<file path="src/hdl/pgm_pkg.sv">
// Package for the binary graymap stream parser: parse phases, result kinds,
// character codes and the dimension width. No dependencies.
package pgm_pkg;

	localparam int DIM_BITS = 16;
	localparam int ACC_BITS = DIM_BITS + 4;

	localparam logic [DIM_BITS-1:0] DIM_LIMIT      = '1;
	localparam logic [DIM_BITS-1:0] DIM_SAT_THRESH = DIM_BITS'(((1 << DIM_BITS) - 1) / 10);

	localparam logic [7:0] CH_CR    = 8'h0D;
	localparam logic [7:0] CH_TAB   = 8'h09;
	localparam logic [7:0] CH_LF    = 8'h0A;
	localparam logic [7:0] CH_SPACE = 8'h20;
	localparam logic [7:0] CH_ZERO  = 8'h30;
	localparam logic [7:0] CH_NINE  = 8'h39;

	typedef enum logic [3:0] {
		PH_MAGIC0 = 4'd0,
		PH_MAGIC1 = 4'd1,
		PH_WS_W   = 4'd2,
		PH_NUM_W  = 4'd3,
		PH_WS_H   = 4'd4,
		PH_NUM_H  = 4'd5,
		PH_WS_M   = 4'd6,
		PH_NUM_M  = 4'd7,
		PH_PIXELS = 4'd8,
		PH_DONE   = 4'd9
	} phase_t;

	typedef enum logic [1:0] {
		KIND_HEADER   = 2'd0,
		KIND_PIXEL    = 2'd1,
		KIND_TRUNCATE = 2'd2
	} kind_t;

	typedef struct packed {
		logic [1:0]  kind;
		logic [7:0]  pixel_value;
		logic [15:0] column;
		logic [15:0] row;
		logic        last_pixel;
		logic [15:0] image_width;
		logic [15:0] image_height;
		logic [15:0] max_gray;
	} result_t;

endpackage

</file>
<file path="src/hdl/pgm_in_if.sv">
// Byte input channel of the graymap parser: valid/ready with one file byte
// and its end-of-file mark. No dependencies.
interface pgm_in_if;
	logic       valid;
	logic       ready;
	logic [7:0] data_byte;
	logic       file_end;

	modport source (output valid, output data_byte, output file_end, input ready);
	modport sink (input valid, input data_byte, input file_end, output ready);
endinterface

</file>
<file path="src/hdl/pgm_out_if.sv">
// Result channel of the graymap parser: valid/ready with header, pixel or
// truncation fields. No dependencies.
interface pgm_out_if;
	logic        valid;
	logic        ready;
	logic [1:0]  kind;
	logic [7:0]  pixel_value;
	logic [15:0] column;
	logic [15:0] row;
	logic        last_pixel;
	logic [15:0] image_width;
	logic [15:0] image_height;
	logic [15:0] max_gray;

	modport source (output valid, output kind, output pixel_value, output column,
		output row, output last_pixel, output image_width, output image_height,
		output max_gray, input ready);
	modport sink (input valid, input kind, input pixel_value, input column,
		input row, input last_pixel, input image_width, input image_height,
		input max_gray, output ready);
endinterface

</file>
<file path="src/hdl/pgm_binary_stream_parser.sv">
// Binary graymap (P5) stream parser: header numbers, then one result per pixel.
// Depends on pgm_pkg, pgm_in_if and pgm_out_if.
// A result is registered and presented in the cycle after the byte that causes it.
// Throughput: one byte per cycle; a waiting result holds the input, so a byte is
// taken whenever the result slot is empty or drains in the same cycle.
// Reset: parse phase, counters, numbers and result valid clear at once.
module pgm_binary_stream_parser
	import pgm_pkg::*;
(
	input  logic        clk,
	input  logic        arst_n,
	pgm_in_if.sink      byte_in,
	pgm_out_if.source   result_out
);

	phase_t              phase_q, phase_d;
	logic [DIM_BITS-1:0] acc_q, acc_d;
	logic                frozen_q, frozen_d;
	logic [DIM_BITS-1:0] width_q, width_d;
	logic [DIM_BITS-1:0] height_q, height_d;
	logic [DIM_BITS-1:0] maxg_q, maxg_d;
	logic [DIM_BITS-1:0] col_q, col_d;
	logic [DIM_BITS-1:0] row_q, row_d;

	logic    out_valid_q;
	result_t res_q, res_d;
	logic    emit;

	logic                in_fire;
	logic [7:0]          b;
	logic                is_ws, is_dig;
	logic [ACC_BITS-1:0] acc_sum;
	logic [DIM_BITS-1:0] acc_next;
	logic                last_col, last_pix;

	assign in_fire        = byte_in.valid && byte_in.ready;
	assign byte_in.ready  = !out_valid_q || result_out.ready;
	assign b              = byte_in.data_byte;
	assign is_ws          = (b == CH_CR) || (b == CH_TAB) || (b == CH_LF) || (b == CH_SPACE);
	assign is_dig         = (b >= CH_ZERO) && (b <= CH_NINE);

	assign acc_sum  = ({4'b0, acc_q} * ACC_BITS'(10)) + ACC_BITS'(b[3:0]);
	assign acc_next = ((acc_q > DIM_SAT_THRESH) || (acc_sum > {4'b0, DIM_LIMIT}))
		? DIM_LIMIT : acc_sum[DIM_BITS-1:0];

	assign last_col = ({1'b0, col_q} + (DIM_BITS+1)'(1)) >= {1'b0, width_q};
	assign last_pix = last_col && (({1'b0, row_q} + (DIM_BITS+1)'(1)) >= {1'b0, height_q});

	always_comb begin
		phase_d  = phase_q;
		acc_d    = acc_q;
		frozen_d = frozen_q;
		width_d  = width_q;
		height_d = height_q;
		maxg_d   = maxg_q;
		col_d    = col_q;
		row_d    = row_q;
		emit     = 1'b0;
		res_d    = '0;

		case (phase_q)
			PH_MAGIC0: phase_d = PH_MAGIC1;
			PH_MAGIC1: phase_d = PH_WS_W;
			PH_WS_W, PH_WS_H, PH_WS_M: begin
				if (!is_ws) begin
					if (!frozen_q && is_dig) acc_d = acc_next;
					else frozen_d = 1'b1;
					case (phase_q)
						PH_WS_W: phase_d = PH_NUM_W;
						PH_WS_H: phase_d = PH_NUM_H;
						default: phase_d = PH_NUM_M;
					endcase
				end
			end
			PH_NUM_W, PH_NUM_H, PH_NUM_M: begin
				if (is_ws) begin
					acc_d    = '0;
					frozen_d = 1'b0;
					case (phase_q)
						PH_NUM_W: begin
							width_d = acc_q;
							phase_d = PH_WS_H;
						end
						PH_NUM_H: begin
							height_d = acc_q;
							phase_d  = PH_WS_M;
						end
						default: begin
							maxg_d  = acc_q;
							phase_d = (width_q != '0 && height_q != '0) ? PH_PIXELS : PH_DONE;
							col_d   = '0;
							row_d   = '0;
							emit    = 1'b1;
							res_d.kind = KIND_HEADER;
						end
					endcase
				end else if (!frozen_q && is_dig) begin
					acc_d = acc_next;
				end else begin
					frozen_d = 1'b1;
				end
			end
			PH_PIXELS: begin
				emit              = 1'b1;
				res_d.kind        = KIND_PIXEL;
				res_d.pixel_value = b;
				res_d.column      = 16'(col_q);
				res_d.row         = 16'(row_q);
				res_d.last_pixel  = last_pix;
				if (last_pix) begin
					phase_d = PH_DONE;
				end else if (last_col) begin
					col_d = '0;
					row_d = row_q + DIM_BITS'(1);
				end else begin
					col_d = col_q + DIM_BITS'(1);
				end
			end
			default: phase_d = PH_DONE;
		endcase

		res_d.image_width  = 16'(width_d);
		res_d.image_height = 16'(height_d);
		res_d.max_gray     = 16'(maxg_d);

		if (byte_in.file_end) begin
			if (phase_d != PH_DONE) begin
				emit             = 1'b1;
				res_d.kind       = KIND_TRUNCATE;
				res_d.last_pixel = 1'b0;
			end
			phase_d  = PH_MAGIC0;
			acc_d    = '0;
			frozen_d = 1'b0;
			width_d  = '0;
			height_d = '0;
			maxg_d   = '0;
			col_d    = '0;
			row_d    = '0;
		end
	end

	always_ff @(posedge clk or negedge arst_n) begin
		if (!arst_n) begin
			phase_q     <= PH_MAGIC0;
			acc_q       <= '0;
			frozen_q    <= 1'b0;
			width_q     <= '0;
			height_q    <= '0;
			maxg_q      <= '0;
			col_q       <= '0;
			row_q       <= '0;
			out_valid_q <= 1'b0;
		end else if (in_fire) begin
			phase_q     <= phase_d;
			acc_q       <= acc_d;
			frozen_q    <= frozen_d;
			width_q     <= width_d;
			height_q    <= height_d;
			maxg_q      <= maxg_d;
			col_q       <= col_d;
			row_q       <= row_d;
			out_valid_q <= emit;
		end else if (result_out.ready) begin
			out_valid_q <= 1'b0;
		end
	end

	always_ff @(posedge clk) begin
		if (in_fire && emit) begin
			res_q <= res_d;
		end
	end

	assign result_out.valid        = out_valid_q;
	assign result_out.kind         = res_q.kind;
	assign result_out.pixel_value  = res_q.pixel_value;
	assign result_out.column       = res_q.column;
	assign result_out.row          = res_q.row;
	assign result_out.last_pixel   = res_q.last_pixel;
	assign result_out.image_width  = res_q.image_width;
	assign result_out.image_height = res_q.image_height;
	assign result_out.max_gray     = res_q.max_gray;

	// final pixel sits at the bottom-right corner
	a_last_corner: assert property (@(posedge clk) disable iff (!arst_n)
		(out_valid_q && res_q.kind == KIND_PIXEL && res_q.last_pixel)
		|-> (res_q.column == res_q.image_width - 16'd1
			&& res_q.row == res_q.image_height - 16'd1))
		else $error("last pixel not at image corner");

	a_restart: assert property (@(posedge clk) disable iff (!arst_n)
		(in_fire && byte_in.file_end) |=> (phase_q == PH_MAGIC0 && width_q == '0))
		else $error("parser did not restart after file end");

	a_pixels_nonempty: assert property (@(posedge clk) disable iff (!arst_n)
		(phase_q == PH_PIXELS) |-> (width_q != '0 && height_q != '0 && col_q < width_q))
		else $error("pixel phase with empty image or column overrun");

endmodule
</file>
<file path="src/flat_wrapper.sv">
// flat-port wrapper written by rule: the top's interface ports become plain ports
module pgm_binary_stream_parser_flat import pgm_pkg::*;
  (clk, arst_n, byte_in_valid, byte_in_data_byte, byte_in_file_end, byte_in_ready, result_out_valid, result_out_kind, result_out_pixel_value, result_out_column, result_out_row, result_out_last_pixel, result_out_image_width, result_out_image_height, result_out_max_gray, result_out_ready);
  pgm_in_if byte_in_i ();
  pgm_out_if result_out_i ();
  input  logic clk;
  input  logic arst_n;
  input wire logic [$bits(byte_in_i.valid)-1:0] byte_in_valid;
  input wire logic [$bits(byte_in_i.data_byte)-1:0] byte_in_data_byte;
  input wire logic [$bits(byte_in_i.file_end)-1:0] byte_in_file_end;
  output wire logic [$bits(byte_in_i.ready)-1:0] byte_in_ready;
  output wire logic [$bits(result_out_i.valid)-1:0] result_out_valid;
  output wire logic [$bits(result_out_i.kind)-1:0] result_out_kind;
  output wire logic [$bits(result_out_i.pixel_value)-1:0] result_out_pixel_value;
  output wire logic [$bits(result_out_i.column)-1:0] result_out_column;
  output wire logic [$bits(result_out_i.row)-1:0] result_out_row;
  output wire logic [$bits(result_out_i.last_pixel)-1:0] result_out_last_pixel;
  output wire logic [$bits(result_out_i.image_width)-1:0] result_out_image_width;
  output wire logic [$bits(result_out_i.image_height)-1:0] result_out_image_height;
  output wire logic [$bits(result_out_i.max_gray)-1:0] result_out_max_gray;
  input wire logic [$bits(result_out_i.ready)-1:0] result_out_ready;
  assign byte_in_i.valid = byte_in_valid;
  assign byte_in_i.data_byte = byte_in_data_byte;
  assign byte_in_i.file_end = byte_in_file_end;
  assign byte_in_ready = byte_in_i.ready;
  assign result_out_valid = result_out_i.valid;
  assign result_out_kind = result_out_i.kind;
  assign result_out_pixel_value = result_out_i.pixel_value;
  assign result_out_column = result_out_i.column;
  assign result_out_row = result_out_i.row;
  assign result_out_last_pixel = result_out_i.last_pixel;
  assign result_out_image_width = result_out_i.image_width;
  assign result_out_image_height = result_out_i.image_height;
  assign result_out_max_gray = result_out_i.max_gray;
  assign result_out_i.ready = result_out_ready;
  pgm_binary_stream_parser u_core (.clk(clk), .arst_n(arst_n), .byte_in(byte_in_i), .result_out(result_out_i));
endmodule
</file>
<file path="config.mk">
export PLATFORM = sky130hd
export DESIGN_NAME = pgm_binary_stream_parser_flat
export DESIGN_NICKNAME = d
export VERILOG_FILES = /design/src/hdl/pgm_pkg.sv /design/src/hdl/pgm_in_if.sv /design/src/hdl/pgm_out_if.sv /design/src/hdl/pgm_binary_stream_parser.sv /design/src/flat_wrapper.sv
export SDC_FILE = /design/constraint.sdc
export NUM_CORES = 1
export LEC_CHECK = 0
export BUFFER_PORTS_ARGS = -buffer_cell sky130_fd_sc_hd__buf_4
export CAP_MARGIN = 30
export CORE_MARGIN = 3
export CORE_UTILIZATION = 50
export DETAILED_ROUTE_END_ITERATION = 10
export GPL_TIMING_DRIVEN = 0
export PLACE_DENSITY_LB_ADDON = 0.15
export SLEW_MARGIN = 20
export SYNTH_ARGS = -nofsm -noshare
export SYNTH_HDL_FRONTEND = slang
export SYNTH_SLANG_ARGS = --single-unit
</file>
<file path="constraint.sdc">
create_clock -name clk -period 4.6 [get_ports clk]
set_input_delay 0.23 -clock clk [delete_from_list [all_inputs] [get_ports clk]]
set_output_delay 0.23 -clock clk [all_outputs]
set_load 0.03 [all_outputs]
</file>
==> flow_results.org, run 1 <==
** Status
- The run finished with clean final reports.

** Placement
- The count of buffers added on input and output ports is 104.
- DP HPWL :: 18,700 microns
- Last weighted congestion value of the routability-driven placer :: 0.904

** Route
- Routed length on met2 :: 12,000 microns
- In the final routed layout, each cell accounts on average for 18.9 microns.
- The highest layer touched by signal routing is met4.
- Using the TritonRoute via totals, the vias-per-cell ratio works out to 5.92.
- Met3 wire length :: 1320 microns
- Vias :: 8,117
- After detailed routing, the number of remaining DRC violations is 0.
- Number of detailed-route iterations in the first pass :: 5
- Antenna Nets Post-Route :: 0
- Iteration-0 DRC Markers :: 551
- Wires add up to 26,000 microns.
- In the final routing, the length of wire on met1 measures 11,900 microns.

** Global route
- Entering global routing, the biggest net connects 103 pins.
- Total routing resource utilization after global routing :: 23.6%
- Summed over all layers, the global routing overflow is 0.
- Number of global-route vias before repair :: 7,729
- Number of antenna violations at the first check in global routing :: 0
- First-pass GRT wire length :: 41,400 microns

** Timing
- RSZ-0062 raised after global routing :: false
- Timing would allow up to 230 MHz.
- Setup violations remaining at the end of the flow were counted as 0.
- Least-Margin Pin Slew :: 0.848 ns
- The worst path uses 94.7% of the clock period.
- The count of endpoints failing hold in the final timing report was 0.
- Max_slew headroom :: 43.0%
- Count of final max-slew check failures :: 0
- Across the routed clock network, the largest skew measured is 0.0102 ns.
- The smallest clock period supported by the final layout is computed as 4.36 ns.

** Logic synthesis
- Counting every net in the synthesized netlist gives 1,041.
- Of the synthesized area, sequential elements account for 50.6%.
- In this run the mean area of a mapped cell was 10.9 sq um.
- The synthesized design devotes to its leading area cell type 26.2% of total area.
- Number of instances in the synthesized netlist :: 961
- After synthesis, the netlist uses 69 different library cells.
- Number of enable-type register cells in the synthesized netlist :: 91
- The most used flip-flop cell after synthesis is sky130_fd_sc_hd__dfrtp_1.
- Commonest cells in the synthesized netlist :: sky130_fd_sc_hd__dfrtp_1 (102), sky130_fd_sc_hd__edfxtp_1 (91), sky130_fd_sc_hd__nand2_1 (74), sky130_fd_sc_hd__ha_1 (65), sky130_fd_sc_hd__a22o_1 (59)
- sky130_fd_sc_hd__edfxtp_1 takes more of the synthesized area than any other cell.
- In the post-synthesis netlist, the biggest area contributors are sky130_fd_sc_hd__edfxtp_1 (26%), sky130_fd_sc_hd__dfrtp_1 (24%), sky130_fd_sc_hd__ha_1 (7.8%), sky130_fd_sc_hd__a22o_1 (5.0%), sky130_fd_sc_hd__and3_1 (2.8%).
- Post-synthesis instance area :: 0.0104 sq mm
- The most common cell in the synthesized netlist is sky130_fd_sc_hd__dfrtp_1.
- For this run, the number of Yosys warnings is 0.
- Ys async rst share :: 52.8%
- Flip-flop and latch count after synthesis :: 193

** Worst setup path
- Cell breakdown of the critical path :: ha_1, nand3_1, nor2_2, nand3_1, nor2_2, nand3_1, xnor2_1, ha_1, nand4_1, nor2_1, a31oi_1, o31ai_1, a31oi_1, o41ai_4, and2_1, buf_2, a221o_1
- The setup check on the worst reg-to-reg path leaves a slack of 0.24 ns.
- Along the worst path, the maximum fanout reaches 10.
- Delay contributed by the slowest stage of the critical path :: 0.46 ns
- Type of destination of the critical path :: flop
- The worst register-to-register path begins at u_core.col_q[0].
- Req. time, crit path :: 4.92 ns
- Worst-path cell with the longest stage delay :: sky130_fd_sc_hd__dfrtp_1
- Element type at the critical path start :: flop
- For the worst flop-to-flop path, the logic depth is 17.
- The worst register-to-register path ends at u_core.row_q[10].
- Most used cell along the critical path :: sky130_fd_sc_hd__nand3_1
- STA puts the critical path data arrival time at 4.68 ns.
- Kind of critical path :: flop to flop

** Clock tree
- Maximum clock path buffer count :: 2
- Clock root cell :: sky130_fd_sc_hd__clkbuf_16
- Depth of the CTS H-tree :: 4
- TritonCTS created 17 clock buffers.
- The later pin in the worst-skew pair is clocked with a latency of 0.44 ns.
- Post-CTS timing repair inserted 0 buffers for setup.
- For this design, the sink count on the clock tree is 193.
- Clock Pin Slew Worst Setup and Hold Paths :: 0.07 ns
- Clock tree from TritonCTS :: built

** Min path
- Type of the most critical hold path :: input port to flop
- The worst hold path was traced through 3 stages.
- Worst Hold Launch :: byte_in_valid
- Hold Path End :: u_core.result_out.valid

** Power and ir drop
- P per Cell Area :: 301 mW/mm^2
- Across the VDD grid, the largest voltage drop is 0.255 mV.
- Leakage component of the power :: 5.40 nW
- Power, Total :: 0.00369 W

** Finish
- Area growth from synthesis to layout :: 17.4%
- Proportion of layout cells with a drive suffix above 1 :: 16.1%
- Final antenna diode count :: 0
- The final layout contains 1,168 nets.
- Cells fill 60.2% of the core in the end.

** Floorplan
- Initial Util :: 51.2%
- DIE AREA :: 0.0226 sq mm
- Chip Height :: 150 microns
- Number of core rows :: 52
- Boundary pin count :: 106
- Area of the core region :: 0.0204 sq mm
- Horiz. Die Dim :: 150 microns

** Run
- Max_cap viols :: 0
[per-stage QoR]
stage	worst slack (ns)	hold WS (ns)	cells	setup TNS, ns	instance area, sq um
CTS	0.111	0.0832	1369	0	12200
global placement	-0.0968	0.459	1335	-7.65	11600
finish	0.243	0.0937	1371	0	12300
detailed placement	0.163	0.414	1336	0	11600
floorplan	0.922	-0.0656	961	0	10400
global route	0.00125	0.132	1371	0	12300
[what timing repair did]
item                                   in CTS  in global routing
hold buffers                                1                  0
setup endpoints to repair                   0                 42
endpoints found under the hold margin     102                  0
resized for setup                           0                  8
[logic make-up (layout without fill, tap and decap cells)]
family | count (synthesis) | count (layout) | share of synthesized area (%)
DFF | 193 | 193 | 50.6
buffers and inverters | 94 | 234 | 3.50
AOI/OAI and AO/OA | 251 | 251 | 16.8
xor gates and xnor gates | 46 | 46 | 3.86
muxes | 23 | 23 | 2.45
adders and majority gates | 67 | 67 | 8.18
and+or+nand+nor | 287 | 287 | 14.6
[critical path, delay by kind of cell, from the launching register on]
family,cells,cell delay (ns)
buf+inv,1,0.19
fa+ha+maj,2,0.55
flops,1,0.46
xor+xnor,1,0.31
simple gates,8,1.54
compound gates,5,1.18
[final cells by class]
| class | count | area, sq um |
|---|---|---|
| plain buffers | 48 | 193 |
| well taps | 270 | 338 |
| multi-input cells | 674 | 4840 |
| inverters | 46 | 173 |
| fillers | 1662 | 8110 |
| flip-flops and latches | 193 | 5290 |
| clock inverters | 15 | 149 |
| clock buffers | 17 | 425 |
| repair buffers | 108 | 855 |
[where the power goes]
| group | switching, W | internal (W) |
|---|---|---|
| clock | 0.000696 | 0.000764 |
| sequential | 0.0000345 | 0.00185 |
| combinational | 0.000244 | 0.000103 |
[flip-flops by register name, indices dropped and copies added, names as in the netlist, 4 cells and up]
name and cells:
u_core.acc_q 16, u_core.col_q 16, u_core.height_q 16, u_core.maxg_q 16, u_core.phase_q 4, u_core.result_out.column 16, u_core.result_out.image_height 16, u_core.result_out.image_width 16
u_core.result_out.max_gray 16, u_core.result_out.pixel_value 8, u_core.result_out.row 16, u_core.row_q 16, u_core.width_q 16
[worst max path at each step]
stage	from	to	slack [ns]
after floorplan	byte_in_data_byte[0]	u_core.result_out.column[0]	0.92
after global placement	byte_in_data_byte[0]	u_core.result_out.max_gray[12]	-0.1
after detailed placement	u_core.col_q[0]	u_core.col_q[6]	0.16
after CTS	u_core.col_q[0]	u_core.col_q[6]	0.11
after global routing	u_core.acc_q[3]	u_core.acc_q[1]	0.001
final	u_core.col_q[0]	u_core.row_q[10]	0.24
[routing by layer]
layer  up-vias  GRT usage, %
met1      3954          33.8
met4         0          8.10
li1       3853             -
met3        42          3.91
met2       268          36.6
met5         -             0
[placed cells by master (no fill, tap or decap), drive strengths merged, types with 13 or more instances in the layout]
cell | synthesis | routed
buf | 8 | 115
dfrtp | 102 | 102
edfxtp | 91 | 91
nand2 | 75 | 75
ha | 65 | 65
o21ai | 62 | 62
a22o | 59 | 59
clkbuf | 40 | 57
inv | 46 | 53
nor2 | 50 | 50
a21oi | 48 | 48
and3 | 47 | 47
xnor2 | 25 | 25
nor3 | 22 | 22
xor2 | 21 | 21
nand3 | 19 | 19
a21o | 18 | 18
mux2 | 17 | 17
nand2b | 15 | 15
nand4 | 13 | 13
No activity file was read; power rests on OpenSTA's default activity.
==> run 2: changes to the inputs <==
Settings changed: CELL_PAD_IN_SITES_DETAIL_PLACEMENT set to 1, CELL_PAD_IN_SITES_GLOBAL_PLACEMENT set to 1, CORE_UTILIZATION 50 to 40.
==> run 2 against run 1 <==
Sequential share of layout area is 0.44 points lower. Die area is 24% higher. Sequential power hardly changed. Via count is 0.63% higher. Final area is 1.1% higher. Global-route usage is 1.7 points lower. Register-to-register slack better by 0.07 ns. Clock-buffer cell count is 1 higher. Worst hold slack better by 0.058 ns. Combinational power is 3% higher. Flip-flop and latch count stayed put.
==> flow_results.org, run 2 (same netlist as run 1, synthesis figures left out) <==
** Global route
- First-pass GRT wire length :: 48,500 microns (+17%)
- Number of antenna violations at the first check in global routing :: 0 (unchanged)
- Number of global-route vias before repair :: 8,487 (+9.8%)
- The global-route usage over all layers was 21.8% (-1.7 points).
- The maximum number of pins on one net before global-route repair is 103 (unchanged).
- The global route total overflow is 0 (unchanged).

** Route
- The first-pass iteration count of the detailed router was 5 (unchanged).
- Vias :: 8,168 (+0.63%)
- The antenna violation net count after detailed routing came to 0 (unchanged).
- The total length of routed wires was 30,000 microns (+16%).
- The count of routing violations after the opening detailed-route iteration was 592 (+7.4%).
- The DRC violations left came to 0 (unchanged).
- The average via count per standard cell was 5.70 (-3.8%).
- The average detailed-routed wire length per instance is 20.9 microns (+11%).

** Timing
- The time the worst path needs with I/O delays and setup was 4.28 ns (-0.0723 ns).
- The slew of the pin with the lowest slew margin was 0.714 ns (-0.134 ns).
- Count of final max-slew check failures :: 0 (unchanged)
- The post-route setup TNS is 0 ns (unchanged).
- Max_slew headroom :: 52.3% (+9.2 points)
- Final setup violation count :: 0 (unchanged)
- Clock skew after layout :: 0.0117 ns (+0.00154 ns)
- RSZ-0062 raised after global routing :: false
- Highest clock rate :: 233 MHz (+1.7%)
- Final cycle utilization of the critical path :: 93.2% (-1.6 points)
- The count of endpoints failing hold in the final timing report was 0 (unchanged).

** Worst setup path
- The delay of the slowest cell on the worst path was 0.73 ns (+0.27 ns).
- Logic depth of the worst register-to-register path :: 12 (-5)
- Arrival time at the worst endpoint :: 4.66 ns (-0.02 ns)
- The setup slack of the worst register-to-register path came to 0.32 ns (+0.07 ns).
- Worst-path cell with the longest stage delay :: sky130_fd_sc_hd__dfrtp_1
- STA classifies the critical path startpoint as a flop.
- By startpoint and endpoint, the worst setup path is classified as flop to flop.
- The required time at the endpoint of the critical path is 4.97 ns (+0.05 ns).
- Type of destination of the critical path :: flop
- The largest fanout of any net on the critical path was 9 (-1).
- Capture instance of the worst register-to-register path :: u_core.acc_q[15]
- The signal on the critical path passes through ha_1, inv_1, fa_1, nor2b_1, o2111ai_1, a21boi_0, o311ai_1, nand4b_1, nor4b_2, mux2i_4, nor2_2, a21oi_1.
- Start of the worst register-to-register path :: u_core.acc_q[4]

** Clock tree
- The clock transition at the registers of the reported paths was 0.08 ns (about the same).
- Clock buffers created by TritonCTS :: 17 (unchanged)
- TritonCTS built the clock tree.
- The clock latency on the worst-skew pair came to 0.44 ns (about the same).
- The total number of clock tree sinks was 193 (unchanged).
- The tree is rooted in a sky130_fd_sc_hd__clkbuf_16.
- The largest buffer count on any clock path came to 2 (unchanged).
- Depth of the CTS H-tree :: 4 (unchanged)

** Finish
- Top library cells by usage in the layout, fill and taps aside :: sky130_fd_sc_hd__buf_4 (105), sky130_fd_sc_hd__dfrtp_1 (100), sky130_fd_sc_hd__edfxtp_1 (91)
- The number of nets in the layout is 1,171 (+0.26%).
- Proportion of layout cells with a drive suffix above 1 :: 16.6% (+0.50 points)
- Most common cell after layout, fill and taps aside :: sky130_fd_sc_hd__buf_4
- The antenna diode count came to 0 (unchanged).
- The register cell area after layout is 0.00529 sq mm (about the same).
- The area of the multi-input gates is 0.00484 sq mm (about the same).
- The total of fill cells in the finished design came to 2,817 (+69%).
- The area growth from synthesis to layout is 18.7%.
- Number of cells in the finished layout apart from fillers :: 1,434 (+4.6%)

** Placement
- Number of port buffers :: 104 (unchanged)
- Number of placed instances, taps included :: 1,398 (+4.6%)
- The placer's final routability congestion estimate came to 0.834 (-7.8%).
- The sum of net half-perimeters after detailed placement came to 21,900 microns (+17%).

** Floorplan
- Number of core rows :: 58 (+12%)
- Initial Util :: 41.1% (-10 points)
- The core area was 0.0254 sq mm (+25%).
- The die width was 168 microns (+11%).
- The top-level port count came to 106 (unchanged).
- The area of the die came to 0.0281 sq mm (+24%).
- Chip Height :: 168 microns (+11%)

** Status
- The run finished with clean final reports.

** Min path
- Worst Hold Launch :: byte_in_data_byte[5]
- Type of the most critical hold path :: input port to flop
- The path with the worst hold slack has its endpoint at u_core.result_out.pixel_value[5].
- Number of stages on the worst hold path :: 2 (-1)

** Power and ir drop
- P per Cell Area :: 305 mW/mm^2 (+1.4%)
- Maximum resistive drop on vdd :: 0.230 mV (-9.7%)
- The leakage power was 5.43 nW (+0.53%).

** Run
- Max_cap viols :: 0 (unchanged)
-- run 2: cell count changes in the layout (fill, tap and decap cells not counted), moves of 2 or more --
cell / previous run / this run
sky130_fd_sc_hd__buf_2: 8 / 10
sky130_fd_sc_hd__clkinv_8: 0 / 3
sky130_fd_sc_hd__clkinvlp_4: 4 / 2
sky130_fd_sc_hd__dfrtp_1: 102 / 100
sky130_fd_sc_hd__dfrtp_2: 0 / 2
sky130_fd_sc_hd__inv_6: 3 / 5
sky130_fd_sc_hd__inv_8: 4 / 2
-- run 2: area by class of cell --
type | instances | share of cell area, %
clock buffer | 18 | 3.55
tap | 330 | 3.33
sequential | 193 | 42.7
buffer | 48 | 1.56
timing repair buffer | 111 | 7.04
inverter | 46 | 1.39
clock inverter | 14 | 1.36
multi-input combinational | 674 | 39.1
-- run 2: critical path: cells and delay by family (launching register included) --
family | cells | cell delay (ns)
buffers and inverters | 1 | 0.09
DFF | 1 | 0.73
AOI/OAI and AO/OA | 4 | 1.41
and+or+nand+nor | 4 | 0.93
adders and majority gates | 2 | 0.58
muxes | 1 | 0.47
-- run 2: worst max path at each step --
stage | cells past startpoint | from | slack, ns | endpoint
2_1_floorplan | 7 | byte_in_data_byte[0] | 0.92 | u_core.result_out.column[0]
3_3_place_gp | 8 | byte_in_data_byte[0] | -0.18 | u_core.result_out.image_height[15]
3_5_place_dp | 18 | u_core.col_q[0] | 0.1 | u_core.col_q[6]
4_1_cts | 18 | u_core.col_q[0] | 0.07 | u_core.col_q[6]
5_1_grt | 12 | u_core.acc_q[4] | 0.008 | u_core.acc_q[0]
6_report | 12 | u_core.acc_q[4] | 0.32 | u_core.acc_q[15]
-- run 2: power breakdown --
part	switching (W)	internal, W
Clock	0.000748	0.000793
Sequential	0.0000351	0.00185
Combinational	0.000253	0.000103
-- run 2: stage by stage --
stage / hold WS [ns] / util [%] / setup slack [ns] / power, W / instance area (sq um)
floorplan: -0.0656 / - / 0.922 / 0.00211 / 10400
global placement: 0.458 / 45.8 / -0.181 / 0.00226 / 11600
detailed placement: 0.425 / 46.0 / 0.0972 / 0.00227 / 11700
CTS: 0.129 / 48.4 / 0.0654 / 0.00380 / 12300
global route: 0.151 / 48.8 / 0.00801 / 0.00391 / 12400
finish: 0.152 / 48.8 / 0.315 / 0.00378 / 12400
-- run 2: what timing repair did --
action / 4_1_cts / 5_1_grt
hold buffers: 1 / 0
gates resized for setup: 0 / 10
setup endpoints to repair: 0 / 47
hold endpoints to repair: 102 / 0
buffers inserted: 0 / 1
-- run 2: routing by layer --
| layer | global-route usage [%] | share of wire, % |
|---|---|---|
| met1 | 30.1 | 46 |
| met2 | 36.2 | 49 |
| met3 | 2.90 | 2.8 |
| met4 | 6.40 | 2.2 |
| met5 | 0 | 0 |
